<file path="src/hdl/udtfmt_pkg.sv">
// Package for the UDT flow metrics tracker.
// It holds the request and result structs, the kind codes and the status bit positions.
// It has no dependencies.
package udtfmt_pkg;

    localparam logic [2:0] KIND_DATA       = 3'd0;
    localparam logic [2:0] KIND_ACK        = 3'd1;
    localparam logic [2:0] KIND_NAK        = 3'd2;
    localparam logic [2:0] KIND_CONGESTION = 3'd3;
    localparam logic [2:0] KIND_DROP_REQ   = 3'd4;
    localparam logic [2:0] KIND_OTHER      = 3'd5;
    localparam logic [2:0] KIND_START      = 3'd6;

    localparam int ST_WINDOW_SHUT     = 0;
    localparam int ST_CONGESTED       = 1;
    localparam int ST_FIRST_DROP_ZERO = 2;
    localparam int ST_DROPS           = 3;
    localparam int ST_RETRANS         = 4;

    localparam int NAK_RANGE_BIT = 31;

    localparam logic [2:0] ACK_WORDS_ACK    = 3'd1;
    localparam logic [2:0] ACK_WORDS_RTT    = 3'd2;
    localparam logic [2:0] ACK_WORDS_WINDOW = 3'd4;

    typedef struct packed {
        logic [2:0]  kind;
        logic [31:0] seq_field;
        logic [1:0]  msg_class;
        logic [31:0] stamp_field;
        logic [63:0] now_time;
        logic [2:0]  ack_words;
        logic [31:0] ack_seq;
        logic [31:0] rtt_value;
        logic [31:0] window_size;
        logic [31:0] nak_word;
        logic        nak_first;
        logic        drop_first_zero;
    } t_in_item;

    typedef struct packed {
        logic [4:0]  status;
        logic [31:0] last_seq;
        logic [31:0] last_stamp;
        logic [63:0] last_arrival;
        logic [31:0] drop_count;
        logic [31:0] retrans_count;
        logic [31:0] nacked_count;
        logic [31:0] gap_now;
        logic [31:0] class_count;
        logic [31:0] ack_seq_kept;
        logic [31:0] rtt_kept;
        logic [31:0] window_kept;
    } t_out_item;

endpackage

</file>
<file path="src/hdl/udt_flow_metrics_tracker.sv">
// Top level of the UDT flow metrics tracker: request register, handshake and result valid.
// It depends on udtfmt_pkg and udtfmt_core.
//
// Usage:
//   Requests enter on i_in_valid / o_in_ready with payload i_in_data, one packet event
//   or one NAK loss-list word per request. Each request yields exactly one result on
//   o_out_valid / i_out_ready with payload o_out_data, carrying the flow metrics after
//   that request has been applied.
//   The request is captured in an input register, and from there the update logic
//   applies it to the flow state and loads the result register.
//   Throughput is one request per cycle while the receiver takes results; the update
//   of the flow state is what sets it, so a request may follow in every cycle.
//   When the receiver stalls, the result register holds and the input register keeps
//   one more request, so o_in_ready drops only after both are full.
//   A synchronous reset on i_rst_n clears all counters, stored values and flags to zero
//   and empties both registers; the block accepts requests in the first cycle after it.
module udt_flow_metrics_tracker
    import udtfmt_pkg::*;
(
    input  logic      i_clk,
    input  logic      i_rst_n,
    input  logic      i_in_valid,
    output logic      o_in_ready,
    input  t_in_item  i_in_data,
    output logic      o_out_valid,
    input  logic      i_out_ready,
    output t_out_item o_out_data
);

    logic     r_in_valid;
    t_in_item r_in_data;
    logic     r_out_valid;
    logic     advance;

    assign advance    = r_in_valid && (!r_out_valid || i_out_ready);
    assign o_in_ready = !r_in_valid || advance;

    always_ff @(posedge i_clk) begin
        if (!i_rst_n) begin
            r_in_valid  <= 1'b0;
            r_out_valid <= 1'b0;
        end else begin
            if (o_in_ready) begin
                r_in_valid <= i_in_valid;
            end
            if (advance) begin
                r_out_valid <= 1'b1;
            end else if (i_out_ready) begin
                r_out_valid <= 1'b0;
            end
        end
    end

    always_ff @(posedge i_clk) begin
        if (o_in_ready && i_in_valid) begin
            r_in_data <= i_in_data;
        end
    end

    udtfmt_core u_core (
        .i_clk    (i_clk),
        .i_rst_n  (i_rst_n),
        .i_step   (advance),
        .i_item   (r_in_data),
        .o_result (o_out_data)
    );

    assign o_out_valid = r_out_valid;

    a_step_gives_result: assert property (@(posedge i_clk) disable iff (!i_rst_n)
        advance |=> o_out_valid)
        else $error("applied request produced no result");

    a_out_hold_stall: assert property (@(posedge i_clk) disable iff (!i_rst_n)
        (o_out_valid && !i_out_ready) |=> (o_out_valid && $stable(o_out_data)))
        else $error("result changed while the receiver stalled");

    a_in_hold_stall: assert property (@(posedge i_clk) disable iff (!i_rst_n)
        (r_in_valid && !advance) |=> (r_in_valid && $stable(r_in_data)))
        else $error("waiting request lost or changed");

endmodule

</file>
<file path="src/hdl/udtfmt_core.sv">
// Flow state and update logic for the UDT flow metrics tracker.
// One request is applied per step, and the result register loads the updated metrics.
// It depends on udtfmt_pkg.
module udtfmt_core
    import udtfmt_pkg::*;
(
    input  logic      i_clk,
    input  logic      i_rst_n,
    input  logic      i_step,
    input  t_in_item  i_item,
    output t_out_item o_result
);

    logic [4:0]  r_status,  n_status;
    logic [31:0] r_seq,     n_seq;
    logic [31:0] r_stamp,   n_stamp;
    logic [63:0] r_arrival, n_arrival;
    logic [31:0] r_drops,   n_drops;
    logic [31:0] r_retrans, n_retrans;
    logic [31:0] r_nacked,  n_nacked;
    logic [31:0] r_class [4];
    logic [31:0] n_class [4];
    logic [31:0] r_ack,     n_ack;
    logic [31:0] r_rtt,     n_rtt;
    logic [31:0] r_window,  n_window;
    logic        r_range_open,  n_range_open;
    logic [30:0] r_range_begin, n_range_begin;
    t_out_item   r_result,  n_result;

    logic [31:0] seq_next;
    logic [31:0] seq_next2;
    logic [31:0] class_next;
    logic        range_live;
    logic [31:0] range_len;
    logic [31:0] gap;
    logic [31:0] cnt;

    assign seq_next   = r_seq + 32'd1;
    assign seq_next2  = r_seq + 32'd2;
    assign class_next = r_class[i_item.msg_class] + 32'd1;
    // The first word of a NAK closes any range left open by an earlier NAK.
    assign range_live = r_range_open && !i_item.nak_first;
    assign range_len  = i_item.nak_word - {1'b0, r_range_begin} + 32'd1;

    always_comb begin
        n_status      = r_status;
        n_seq         = r_seq;
        n_stamp       = r_stamp;
        n_arrival     = r_arrival;
        n_drops       = r_drops;
        n_retrans     = r_retrans;
        n_nacked      = r_nacked;
        n_class       = r_class;
        n_ack         = r_ack;
        n_rtt         = r_rtt;
        n_window      = r_window;
        n_range_open  = r_range_open;
        n_range_begin = r_range_begin;
        gap           = '0;
        cnt           = '0;
        case (i_item.kind)
            KIND_DATA: begin
                n_class[i_item.msg_class] = class_next;
                cnt = class_next;
                if (r_seq == '0) begin
                    n_seq     = i_item.seq_field;
                    n_stamp   = i_item.stamp_field;
                    n_arrival = i_item.now_time;
                end else if (i_item.seq_field > seq_next2) begin
                    // A forward jump moves the sequence but keeps the old stamp.
                    // Near the wrap this is checked before the in-order case.
                    gap                = i_item.seq_field - seq_next;
                    n_drops            = r_drops + gap;
                    n_status[ST_DROPS] = 1'b1;
                    n_seq              = i_item.seq_field;
                end else if (i_item.seq_field != seq_next) begin
                    n_retrans            = r_retrans + 32'd1;
                    n_status[ST_RETRANS] = 1'b1;
                end else begin
                    n_seq     = i_item.seq_field;
                    n_stamp   = i_item.stamp_field;
                    n_arrival = i_item.now_time;
                end
            end
            KIND_ACK: begin
                if (i_item.ack_words >= ACK_WORDS_ACK) begin
                    n_ack = i_item.ack_seq;
                end
                if (i_item.ack_words >= ACK_WORDS_RTT) begin
                    n_rtt = i_item.rtt_value;
                end
                if (i_item.ack_words >= ACK_WORDS_WINDOW) begin
                    n_window = i_item.window_size;
                    if (i_item.window_size == '0) begin
                        n_status[ST_WINDOW_SHUT] = 1'b1;
                    end
                end
            end
            KIND_NAK: begin
                if (i_item.nak_word[NAK_RANGE_BIT]) begin
                    n_range_begin = i_item.nak_word[30:0];
                    n_range_open  = 1'b1;
                end else begin
                    gap          = range_live ? range_len : 32'd1;
                    n_range_open = 1'b0;
                    n_nacked     = r_nacked + gap;
                end
            end
            KIND_CONGESTION: begin
                n_status[ST_CONGESTED] = 1'b1;
            end
            KIND_DROP_REQ: begin
                if (i_item.drop_first_zero) begin
                    n_status[ST_FIRST_DROP_ZERO] = 1'b1;
                end
            end
            default: begin
            end
        endcase
    end

    always_comb begin
        n_result.status        = n_status;
        n_result.last_seq      = n_seq;
        n_result.last_stamp    = n_stamp;
        n_result.last_arrival  = n_arrival;
        n_result.drop_count    = n_drops;
        n_result.retrans_count = n_retrans;
        n_result.nacked_count  = n_nacked;
        n_result.gap_now       = gap;
        n_result.class_count   = cnt;
        n_result.ack_seq_kept  = n_ack;
        n_result.rtt_kept      = n_rtt;
        n_result.window_kept   = n_window;
    end

    always_ff @(posedge i_clk) begin
        if (!i_rst_n) begin
            r_status      <= '0;
            r_seq         <= '0;
            r_stamp       <= '0;
            r_arrival     <= '0;
            r_drops       <= '0;
            r_retrans     <= '0;
            r_nacked      <= '0;
            r_class       <= '{default: '0};
            r_ack         <= '0;
            r_rtt         <= '0;
            r_window      <= '0;
            r_range_open  <= 1'b0;
            r_range_begin <= '0;
        end else if (i_step) begin
            r_status      <= n_status;
            r_seq         <= n_seq;
            r_stamp       <= n_stamp;
            r_arrival     <= n_arrival;
            r_drops       <= n_drops;
            r_retrans     <= n_retrans;
            r_nacked      <= n_nacked;
            r_class       <= n_class;
            r_ack         <= n_ack;
            r_rtt         <= n_rtt;
            r_window      <= n_window;
            r_range_open  <= n_range_open;
            r_range_begin <= n_range_begin;
        end
    end

    always_ff @(posedge i_clk) begin
        if (i_step) begin
            r_result <= n_result;
        end
    end

    assign o_result = r_result;

    // Status flags are sticky until reset.
    a_status_sticky: assert property (@(posedge i_clk) disable iff (!i_rst_n)
        $past(i_rst_n) |-> ((r_status & $past(r_status)) == $past(r_status)))
        else $error("status flag cleared without reset");

    a_hold_without_step: assert property (@(posedge i_clk) disable iff (!i_rst_n)
        (i_rst_n && !i_step) |=> ($stable(r_drops) && $stable(r_nacked) && $stable(r_seq)))
        else $error("flow state changed without a step");

    a_nak_end_closes: assert property (@(posedge i_clk) disable iff (!i_rst_n)
        (i_step && i_item.kind == KIND_NAK && !i_item.nak_word[NAK_RANGE_BIT])
        |=> !r_range_open)
        else $error("range left open after a NAK range end");

    a_drop_gap_flag: assert property (@(posedge i_clk) disable iff (!i_rst_n)
        (i_step && i_item.kind == KIND_DATA && n_drops != r_drops)
        |=> r_status[ST_DROPS])
        else $error("drop count moved without the drops flag");

endmodule

</file>
<file path="config.mk">
export PLATFORM = sky130hd
export DESIGN_NAME = udt_flow_metrics_tracker
export DESIGN_NICKNAME = d
export VERILOG_FILES = /design/src/hdl/udtfmt_pkg.sv /design/src/hdl/udt_flow_metrics_tracker.sv /design/src/hdl/udtfmt_core.sv
export SDC_FILE = /design/constraint.sdc
export NUM_CORES = 2
export LEC_CHECK = 0
export ABC_AREA = 1
export BUFFER_PORTS_ARGS = -buffer_cell sky130_fd_sc_hd__buf_4
export CAP_MARGIN = 20
export CELL_PAD_IN_SITES_DETAIL_PLACEMENT = 1
export CELL_PAD_IN_SITES_GLOBAL_PLACEMENT = 1
export CORE_ASPECT_RATIO = 0.5
export CORE_MARGIN = 2
export CORE_UTILIZATION = 44
export CTS_CLUSTER_SIZE = 24
export DETAILED_ROUTE_END_ITERATION = 16
export GPL_TIMING_DRIVEN = 0
export PLACE_DENSITY = 0.79
export SKIP_CTS_REPAIR_TIMING = 1
export SYNTH_ARGS = -nofsm -noshare
export SYNTH_HDL_FRONTEND = slang
export SYNTH_SLANG_ARGS = --single-unit
</file>
<file path="constraint.sdc">
create_clock -name i_clk -period 18.55 [get_ports i_clk]
set_clock_uncertainty 0.2 [all_clocks]
set_input_delay 2.7825 -clock i_clk [delete_from_list [all_inputs] [get_ports i_clk]]
set_output_delay 2.7825 -clock i_clk [all_outputs]
set_load 0.05 [all_outputs]
</file>
==> flow_metrics.py <==
metrics = {
    "outcome": {
        "status": "finished clean",
    },
    "floorplan": {
        "start_util_pct": 44.3,
        "placeableCoreArea_um2": 123000,
        "die_h_um": 253,
        "ios": 661,
        "dieArea_um2": 127000,
        "fp-row-count": 91,
        "die_w_um": 502,
    },
    "grt": {
        "grt_pass1_wl_mm": 314,
        "grt_pass1_vias": 51500,
        "grt_max_degree": 121,
        "grt-ovfl-total": 0,
        "grt_usage_pct": 32.6,
        "antenna_found_initial": 28,
    },
    "route": {
        "drc": 0,
        "firstDrtPassIters": 5,
        "num_vias": 49100,
        "drt-wirelength-per-cell_um": 23.6,
        "ant_nets": 0,
        "drt_iter0_drc": 3572,
        "via_per_inst": 5.46,
        "drt_wl_total_mm": 212,
    },
    "clock_tree": {
        "clock-sinks": 1142,
        "path_clk_slew_ps": 70,
        "cts.path.max_buffers": 3,
        "cts_tree": "built",
        "cts_max_level": 3,
        "cts_root_buf": "clkbuf_16",
        "clkLatencyLatePin_ps": 750,
        "numCtsBuffers": 105,
    },
    "cells_and_area": {
        "syn2layout_area_growth_pct": 20.2,
        "layout.nets": 7673,
        "fin_util_pct": 53.2,
        "multiInputGateArea_um2": 20400,
        "num-fill-cells": 14700,
        "final_common_cell": "nand2_1",
        "area.sequential_um2": 29400,
        "drive_above_1_share_pct": 12.8,
        "mostFrequentLayoutCells": "nand2_1 (1229), inv_1 (966), buf_4 (667)",
    },
    "synthesis": {
        "ys_ff_latch": 1142,
        "ys_warn_count": 0,
        "ys.flop_type": "edfxtp_1",
        "synth_cells": 6419,
        "seq_area_frac_synth_pct": 53.9,
        "synth_nets": 6885,
        "synth_edf_count": 655,
        "synth_area_um2": 54500,
        "synth_cell_types": 49,
        "synth_async_sr_flop_share_pct": 0,
        "avgSynthCellArea_um2": 8.50,
    },
    "sta": {
        "setup_viol": 0,
        "drv_slew": 0,
        "fin_setup_tns_ps": 0,
        "worst_pin_slew_ps": 1180,
        "grt_setup_unrepaired": "no",
        "finalCritPeriodShare_pct": 36.4,
        "max_freq_mhz": 148,
        "relSlewSlack_pct": 21.1,
        "finalHoldViolCount": 0,
        "period_minus_slack_ps": 6740,
        "fin_hold_ws_ps": 266,
    },
    "power_and_ir_drop": {
        "powerDensity_nw_per_um2": 94.3,
        "leakagePower_nw": 28.9,
        "power_mw": 6.18,
        "ir_worst_vdd_mv": 0.0786,
    },
    "critical_path": {
        "rr_worst_depth": 22,
        "cp.arrival_ps": 6940,
        "cp-end-kind": "flip-flop",
        "required_ps": 18750,
        "worstSetupStartpointType": "primary input",
        "cp_max_fo": 43,
        "crit_type": "in2reg",
    },
    "run": {
        "drv_cap": 0,
    },
    "worst_hold_path": {
        "hold_class": "reg2reg",
        "hold_path_depth": 2,
    },
    "place": {
        "dpl.hpwl_mm": 165,
        "portBuffers": 660,
        "gp_congestion": 0.962,
    },
}
-- cell families after synthesis --
family | Yosys count | share of synthesized area (%)
flops | 1142 | 53.9
buf+inv | 1240 | 8.73
fa+ha+maj | 196 | 4.55
compound gates | 1330 | 12.8
simple gates | 2395 | 18.1
xor+xnor | 116 | 1.86
-- worst paths after layout --
| check | start | end | slack (ps) |
|---|---|---|---|
| worst max-delay path | i_out_ready | u_core.o_result[252] | 11810 |
| worst max register to register | u_core.r_seq[1] | u_core.r_drops[2] | 12130 |
| worst min-delay path | u_core.r_range_begin[8] | u_core.r_range_begin[8] | 270 |
| worst min register to register | u_core.r_range_begin[8] | u_core.r_range_begin[8] | 270 |
-- registers in the layout, summed over array words and instances, names as in the netlist --
| signal | flops |
|---|---|
| u_core.r_range_open | 1 |
| r_in_valid | 1 |
| u_core.r_seq | 32 |
| u_core.r_window | 32 |
| u_core.r_rtt | 32 |
| u_core.r_nacked | 32 |
| u_core.r_arrival | 64 |
| u_core.r_range_begin | 31 |
| u_core.r_ack | 32 |
| u_core.r_retrans | 32 |
| u_core.o_result | 389 |
| u_core.r_class | 128 |
| u_core.r_status | 5 |
| u_core.r_stamp | 32 |
| o_out_valid | 1 |
| r_in_data | 266 |
| u_core.r_drops | 32 |
-- layout make-up --
cell class                 count  share of cell area (%)
buffer                       261                    1.66
timing repair buffer         681                    8.18
multi-input combinational   4037                    31.1
antenna                       18                  0.0687
tap                         1674                    3.20
inverter                     979                    5.62
clock inverter                56                   0.861
sequential                  1142                    44.9
clock buffer                 143                    4.45
-- layer usage --
| layer | up-vias | track usage [%] | part of all wire, % |
|---|---|---|---|
| met3 | 387 | 5.09 | 5.9 |
| met4 | 4 | 13.5 | 4.3 |
| met1 | 24500 | 41.2 | 41 |
| met5 | - | 0 | 0.015 |
| li1 | 22800 | - | - |
| met2 | 1459 | 55.9 | 48 |
-- cell usage after synthesis (all sizes together) (3+ instances only) --
master / number / area (µm²)
a22o: 13 / 114
and2: 9 / 56.3
nand3b: 12 / 90.1
nor4: 23 / 144
a31oi: 18 / 113
nand4: 54 / 338
o21bai: 17 / 128
inv: 974 / 3660
fa: 4 / 80.1
a21o: 18 / 135
or2: 16 / 100
clkinv: 5 / 18.8
a211oi: 7 / 52.6
a22oi: 11 / 82.6
nor3: 58 / 300
xor2: 88 / 771
o211ai: 13 / 97.6
dfxtp: 487 / 9750
edfxtp: 655 / 19700
o21a: 5 / 37.5
nand3: 351 / 1760
o221ai: 10 / 87.6
nor2: 635 / 2420
nand2: 1234 / 4640
o21ai: 641 / 3210
xnor2: 28 / 245
ha: 192 / 2400
a21oi: 551 / 2760
a21boi: 3 / 22.5
clkbuf: 196 / 743
buf: 65 / 345
o22ai: 20 / 125
-- metrics by stage --
| stage | area (µm²) | cells | worst slack, ps |
|---|---|---|---|
| 2_1_floorplan | 54500 | 6419 | 2990 |
| 3_3_place_gp | 61600 | 8753 | -4550 |
| 3_5_place_dp | 62000 | 8771 | 11160 |
| 4_1_cts | 65400 | 8970 | 11910 |
| 5_1_grt | 65500 | 8990 | 11740 |
| 6_report | 65500 | 8991 | 11810 |
-- where the power goes --
part | switching (mW) | total (mW) | internal [mW]
clock | 1.06 | 2.25 | 1.19
combinational | 0.733 | 1.03 | 0.294
sequential | 0.0777 | 2.90 | 2.83
total | 1.87 | 6.18 | 4.31
-- critical path, stage by stage --
cell      delay, ps
buf_4            80
inv_1            40
nand2_1          80
nand2_1         150
clkbuf_1        490
clkbuf_1        440
inv_2           470
clkbuf_1        740
buf_2           650
buf_12          330
buf_12          280
buf_12          270
Note: power is estimated with default switching activity, not from simulation.
